**src/tdcm_pkg.sv**
```systemverilog
// ============================================================================
// tdcm_pkg - shared types and constants of the table DFA character matcher
// Field widths, function and result codes, queue sizes and the table address
// helper used by the front, the queue and the back part.
// ============================================================================
package tdcm_pkg;

  // Field widths
  localparam int STATE_W    = 8;
  localparam int CHAR_W     = 7;
  localparam int FUNC_W     = 2;
  localparam int KIND_W     = 2;
  localparam int MODE_W     = 2;
  localparam int CFG_IDX_W  = 2;
  localparam int CFG_DATA_W = 8;
  localparam int FLG_W      = 2;

  // Automaton size
  localparam int MAX_STATES    = 256;
  localparam int ALPHABET_SIZE = 96;
  localparam int CHAR_BASE     = 32;
  localparam int CHAR_END      = CHAR_BASE + ALPHABET_SIZE;

  localparam int TBL_DEPTH = MAX_STATES * ALPHABET_SIZE;
  localparam int TBL_AW    = $clog2(TBL_DEPTH);
  localparam int FLG_AW    = $clog2(MAX_STATES);

  localparam logic [STATE_W:0] STATE_LIMIT = (STATE_W + 1)'(MAX_STATES);
  localparam logic [CHAR_W:0]  CHAR_LO     = (CHAR_W + 1)'(CHAR_BASE);
  localparam logic [CHAR_W:0]  CHAR_HI     = (CHAR_W + 1)'(CHAR_END);

  // Input functions (also the command op codes after classification)
  localparam logic [FUNC_W-1:0] FUNC_TRANS = 2'd0;
  localparam logic [FUNC_W-1:0] FUNC_FLAGS = 2'd1;
  localparam logic [FUNC_W-1:0] FUNC_MATCH = 2'd2;

  // Result kinds
  localparam logic [KIND_W-1:0] KIND_MCHAR   = 2'd0;
  localparam logic [KIND_W-1:0] KIND_MEND    = 2'd1;
  localparam logic [KIND_W-1:0] KIND_VERDICT = 2'd2;

  // Match modes
  localparam logic [MODE_W-1:0] MODE_FULL = 2'd0;
  localparam logic [MODE_W-1:0] MODE_PRE  = 2'd1;
  localparam logic [MODE_W-1:0] MODE_ALL  = 2'd2;

  // Configuration register indexes
  localparam logic [CFG_IDX_W-1:0] CFG_START = 2'd0;
  localparam logic [CFG_IDX_W-1:0] CFG_MODE  = 2'd1;

  // Command queue and result buffer
  localparam int Q_DEPTH   = 4;
  localparam int Q_AW      = $clog2(Q_DEPTH);
  localparam int Q_CW      = $clog2(Q_DEPTH + 1);
  localparam int RES_DEPTH = 8;
  localparam int RES_AW    = $clog2(RES_DEPTH);
  localparam int RES_CW    = $clog2(RES_DEPTH + 1);
  localparam int CRED_W    = RES_CW + 1;

  // Classified command
  typedef struct packed {
    logic [FUNC_W-1:0]  op;
    logic [STATE_W-1:0] idx;
    logic [CHAR_W-1:0]  chr;
    logic [CHAR_W-1:0]  off;
    logic               chr_ok;
    logic [STATE_W-1:0] nxt;
    logic               fin;
    logic               dead;
    logic               eos;
  } cmd_t;

  // Front to queue
  typedef struct packed {
    logic vld;
    cmd_t cmd;
  } q_push_t;

  // Queue head to back
  typedef struct packed {
    logic vld;
    cmd_t cmd;
  } q_head_t;

  // One result beat
  typedef struct packed {
    logic [KIND_W-1:0] kind;
    logic [CHAR_W-1:0] chr;
    logic              verdict;
    logic              last;
  } res_t;

  function automatic logic state_in_range(input logic [STATE_W-1:0] st);
    return {1'b0, st} < STATE_LIMIT;
  endfunction

  function automatic logic [TBL_AW-1:0] tbl_addr(input logic [STATE_W-1:0] st,
                                                 input logic [CHAR_W-1:0]  off);
    return TBL_AW'(st) * TBL_AW'(ALPHABET_SIZE) + TBL_AW'(off);
  endfunction

endpackage

```
**src/tdcm_queue.sv**
```systemverilog
// ============================================================================
// tdcm_queue - command queue between front and back
// Small FIFO of classified commands; lets the front keep accepting while
// the back waits on the result buffer.
// ============================================================================
module tdcm_queue (
  input  logic              clk,
  input  logic              rst_n,
  input  tdcm_pkg::q_push_t push,
  output logic              full,
  output tdcm_pkg::q_head_t head,
  input  logic              pop
);

  tdcm_pkg::cmd_t                ent_r [tdcm_pkg::Q_DEPTH];
  logic [tdcm_pkg::Q_AW-1:0]     wptr_r;
  logic [tdcm_pkg::Q_AW-1:0]     rptr_r;
  logic [tdcm_pkg::Q_CW-1:0]     cnt_r;
  logic [tdcm_pkg::Q_CW-1:0]     cnt_nxt;
  logic                          do_pop;

  assign full     = (cnt_r == tdcm_pkg::Q_CW'(tdcm_pkg::Q_DEPTH));
  assign head.vld = (cnt_r != '0);
  assign head.cmd = ent_r[rptr_r];
  assign do_pop   = pop && head.vld;

  always_comb begin
    cnt_nxt = cnt_r;
    if (push.vld && !do_pop) begin
      cnt_nxt = cnt_r + tdcm_pkg::Q_CW'(1);
    end else if (!push.vld && do_pop) begin
      cnt_nxt = cnt_r - tdcm_pkg::Q_CW'(1);
    end
  end

  always_ff @(posedge clk) begin
    if (push.vld) begin
      ent_r[wptr_r] <= push.cmd;
    end
  end

  always_ff @(posedge clk) begin
    if (!rst_n) begin
      wptr_r <= '0;
      rptr_r <= '0;
      cnt_r  <= '0;
    end else begin
      cnt_r <= cnt_nxt;
      if (push.vld) begin
        wptr_r <= wptr_r + tdcm_pkg::Q_AW'(1);
      end
      if (do_pop) begin
        rptr_r <= rptr_r + tdcm_pkg::Q_AW'(1);
      end
    end
  end

endmodule

```
**config.mk**
```make
export PLATFORM = sky130hd
export DESIGN_NAME = tdcm_queue
export DESIGN_NICKNAME = d
export VERILOG_FILES = /design/src/tdcm_pkg.sv /design/src/tdcm_queue.sv
export SDC_FILE = /design/constraint.sdc
export NUM_CORES = 1
export LEC_CHECK = 0
export ABC_AREA = 1
export BUFFER_PORTS_ARGS = -buffer_cell sky130_fd_sc_hd__buf_2
export CAP_MARGIN = 20
export CORE_MARGIN = 2
export CORE_UTILIZATION = 55
export CTS_BUF_LIST = sky130_fd_sc_hd__clkbuf_8
export DETAILED_ROUTE_END_ITERATION = 8
export PLACE_DENSITY = 0.77
export SLEW_MARGIN = 20
export SYNTH_ARGS = -nofsm -noshare
export SYNTH_HDL_FRONTEND = slang
export SYNTH_SLANG_ARGS = --single-unit
export TNS_END_PERCENT = 30
```
**constraint.sdc**
```tcl
create_clock -name clk -period 2.5 [get_ports clk]
set_input_delay 0.75 -clock clk [delete_from_list [all_inputs] [get_ports clk]]
set_output_delay 0.75 -clock clk [all_outputs]
set_load 0.03 [all_outputs]
```
### After elaboration in Yosys (flattened, before gate mapping)

Memory sizes are Yosys's and may differ from the RTL's. A register that Yosys moved wholly into a read port is not among the register bits.
Cells that the tools add are included.

* register bits: 7
* bits in writable memories: 144
* bits of input ports: 40
* output and inout port bits: 38
* memories kept: 1

* add/subtract/negate cells: 4
* eq/ne operators: 1
* muxes and demuxes: 6
* reduce and logical (&&, ||, !) cells: 7

Memory list
* ent_r: words 4, width 36, rd ports 1, clocked after Yosys merged registers in 1, write ports 1, line tdcm_queue.sv:15 `tdcm_pkg::cmd_t ent_r [tdcm_pkg::Q_DEPTH];`

Operators with widths (count)
* $mux 3: 2
* $add 2x1->2 const B: 2
* $mux 2: 2
* $add 3x1->3 const B: 1
* $eq 3x3->1 const B: 1
* $logic_and 1x1->1: 3
* $reduce_bool 3->1: 1
* $sub 3x1->3 const B: 1
* $logic_not 1->1: 2
* $mux 1: 2
* $reduce_bool 2->1: 1

### Logic depth before layout (Yosys ltp)

* depth in word-level cells: 5
* gate-level depth with buffers: 12
* mapped depth without buffers: 12

### Least setup slack after synthesis

OpenSTA, ideal clock, no wires.

* path kind: reg2out
* start: register with a tool-made name
* end: output port head[22] (netlist bit)
* arrival time: 1.198 ns
* setup slack: 0.552 ns
* cell stages (with the launch flop): 6
* path through: dfxtp_1 -> buf_6 -> inv_6 -> buf_4 -> o21ai_1 -> o22ai_1

RTL lines
* end, declared: line tdcm_queue.sv:11 `output tdcm_pkg::q_head_t head,`

==> impl_metrics.ini <==
[synthesis]
synth_net_count = 457
synthCells = 411
synthesis.yosys.warnings = 0
synth_edf_count = 144
synthesis.area_per_instance_um2 = 14.2
mappedNetlistArea_mm2 = 0.00583
yosys_most_used_dff = edfxtp_1
yosysSeqAreaShare_pct = 77.2
synth.ff_latch_count = 153
post_synth_num_cell_types = 20
synthArstFlopShare_pct = 0

[placed_design]
detailedPlace.worstSlack_ps = 386
io_buffers = 77
detailed_place.area_mm2 = 0.00633
final_hpwl_from_detailed_placement_um = 6400
place_congestion = 0.699

[drt]
route.top_layer_used = met4
detail_route.first_pass.iterations = 4
routed_wire_length_per_instance_um = 17.5
drc = 0
wl_met3_um = 913
met2_wirelength_um = 5650
ant_nets = 0
via_density = 5.53
met1Wirelength_um = 4610
drt-total-wl_um = 11300
via_count = 3565
drt-initial-drc-count = 188

[global_route]
global_route.overflow_total = 0
grt_first_pass_wirelength_um = 16900
grt_pass1_vias = 3466
antenna_violations_before_repair = 1
grt_usage_pct = 20.2
maximum_number_of_pins_on_one_net_before_global_route_repair = 73

[pwr]
power_report.internal_total_w = 0.00441
vdd_drop_max_mv = 0.581
clock_power_share_pct = 27.2
pwr-share-seq_pct = 44.7
netSwitchingFraction_pct = 35.0
psw_w = 0.00237
power.density_mw_per_mm2 = 996
power.combinational.fraction_pct = 28.1
leakage_dissipation_nw = 2.45

[cells_and_area]
final_layout_size_suffix_gt1_share_pct = 25.4
area_delta_synth_final_pct = 16.5
final_design_area_no_fill_mm2 = 0.00680
design.final.nets = 541

[clocking]
clk_pin_slew_ps = 80
master_cell_of_the_clock_root_buffer = clkbuf_8
tritoncts = yes
cts-buffers-inserted = 17
post_cts_buffers = 0
cts-htree-levels = 4
clockBufferDepth = 2
tritoncts_num_sinks = 153
clock_latency_ps = 420

[flow_run]
drv_cap = 0

[worst_setup_path]
timing.critical_path.required_ps = 1750
critical-path-slowest-cell = dfxtp_4
critical_path_class = reg -> out
crit_path_max_fanout = 40
cp-start-kind = register
max_stage_delay_ps = 460
crit_chain = buf_12 -> o21ai_0 -> o22ai_1 -> buf_2
capturing_element_type_of_the_critical_path = primary output
worst-endpoint-arrival_ps = 1710

[sta]
achievable-frequency_mhz = 407
layout_worst_path_cycle_share_pct = 98.3
rsz0062_at_grt = true
slew_viol_final = 0
worst_pin_slew_ps = 322
final_hold_viol_count = 0
max-slew-margin-rel_pct = 78.5
number_of_failing_setup_endpoints_in_the_final_timing_report = 0
setup_ws_ps = 41.6
final_period_minus_worst_setup_slack_ps = 2460
final_clock_skew_ps = 7.77

[floorplanning]
rows = 37
die_width_um = 107
core_area_mm2 = 0.0103
design.portCount = 78
die_area_mm2 = 0.0114
die_h_um = 107
floorplan.initialDensity_pct = 56.5

[hold_path]
hold_crit_class = reg -> reg

[status]
status = completed
## power groups by stage
stage	Sequential (W)	Combinational (W)	Clock, W
finish	0.00303	0.00190	0.00184
global route	0.00305	0.00207	0.00199
CTS	0.00302	0.00187	0.00188
detailed placement	0.00307	0.00185	0
global placement	0.00306	0.00180	0
floorplan	0.00305	0.00142	0
## logic make-up after synthesis
| family | share of synthesized area [%] |
|---|---|
| DFF | 77.2 |
| AOI/OAI and AO/OA | 10.7 |
| xor gates and xnor gates | 0.150 |
| adders and majority gates | 1.42 |
| buffers and inverters | 4.12 |
| and+or+nand+nor | 6.37 |
## placed cells by master, fill, tap and decap left out, types with 2 or more instances in the layout
cell type,netlist,layout
ha_1,5,5
a21oi_1,5,5
nand2_1,14,14
clkinv_2,0,2
buf_2,9,75
o21ai_1,58,58
edfxtp_1,144,144
clkbuf_8,0,17
nor2_1,78,78
inv_2,0,4
dfxtp_1,9,7
clkinv_4,0,5
o21ai_0,17,17
nand3_1,3,3
inv_1,14,10
o22ai_1,36,35
inv_6,1,6
buf_12,0,6
buf_4,5,4
bufinv_16,0,2
## cells in the mapped netlist (3+ instances only)
library cell    n  share of area, %
nor2_1         78               5.0
o21ai_1        58               5.0
inv_1          14              0.90
o22ai_1        36               3.9
edfxtp_1      144                74
ha_1            5               1.1
dfxtp_1         9               3.1
o21ai_0        17               1.5
nand3_1         3              0.26
nand2_1        14              0.90
buf_2           9              0.77
buf_6           8               1.5
a21oi_1         5              0.43
buf_4           5              0.64
## final cells by class
type,count,area [um2]
Fill cell,756,3530
Antenna cell,1,2.50
Inverter,16,77.6
Timing Repair inverter,1,8.76
Multi-Input combinational cell,220,1090
Tap cell,136,170
Sequential cell,153,4510
Timing Repair Buffer,86,533
Clock inverter,15,168
Clock buffer,17,234
## final timing paths
path / startpoint / endpoint / slack [ps] / depth (start not counted)
setup / recovery: register / head[35] / 40 / 4
hold / removal: rptr_r[1]$_SDFFE_PN0P_ / register / 530 / 2
setup reg to reg: cnt_r[0]$_SDFFE_PN0P_ / cnt_r[1]$_SDFFE_PN0P_ / 760 / 8
hold reg to reg: rptr_r[1]$_SDFFE_PN0P_ / register / 530 / 2
## state kept, by name, indices dropped and copies added (netlist names), named ones only
| register | count |
|---|---|
| ent_r | 144 |
| cnt_r | 3 |
| rptr_r | 2 |
| wptr_r | 2 |
## routing by layer
metal / vias to the layer above / track usage, %
met5: - / 0
met3: 6 / 5.90
li1: 1700 / -
met2: 145 / 32.8
met4: 0 / 8.53
met1: 1714 / 25.4
## worst max-delay path, delay by kind of cell (launching register included)
kind,cells,cell delay [ps]
flip-flops,1,460
AO/OA/AOI/OAI,2,350
buffers and inverters,2,470
## timing repair
| action | CTS | global route |
|---|---|---|
| gates resized for setup | 6 | 9 |
| endpoints found under the setup margin | 20 | 13 |
| hold buffers | 0 | 0 |
| gates cloned | 0 | 1 |
| hold endpoints to repair | 0 | 0 |
## through the flow
stage          util (%)  instances  power, W  hold slack [ps]  TNS [ps]
2_1_floorplan         -        411   0.00447              464         0
3_3_place_gp       61.4        611   0.00487              486         0
3_5_place_dp       61.4        611   0.00492              506         0
4_1_cts            65.4        643   0.00676              506     -16.1
5_1_grt            65.8        644   0.00710              501     -42.6
6_report           65.8        645   0.00677              532         0
(Power assumes the default switching activity.)
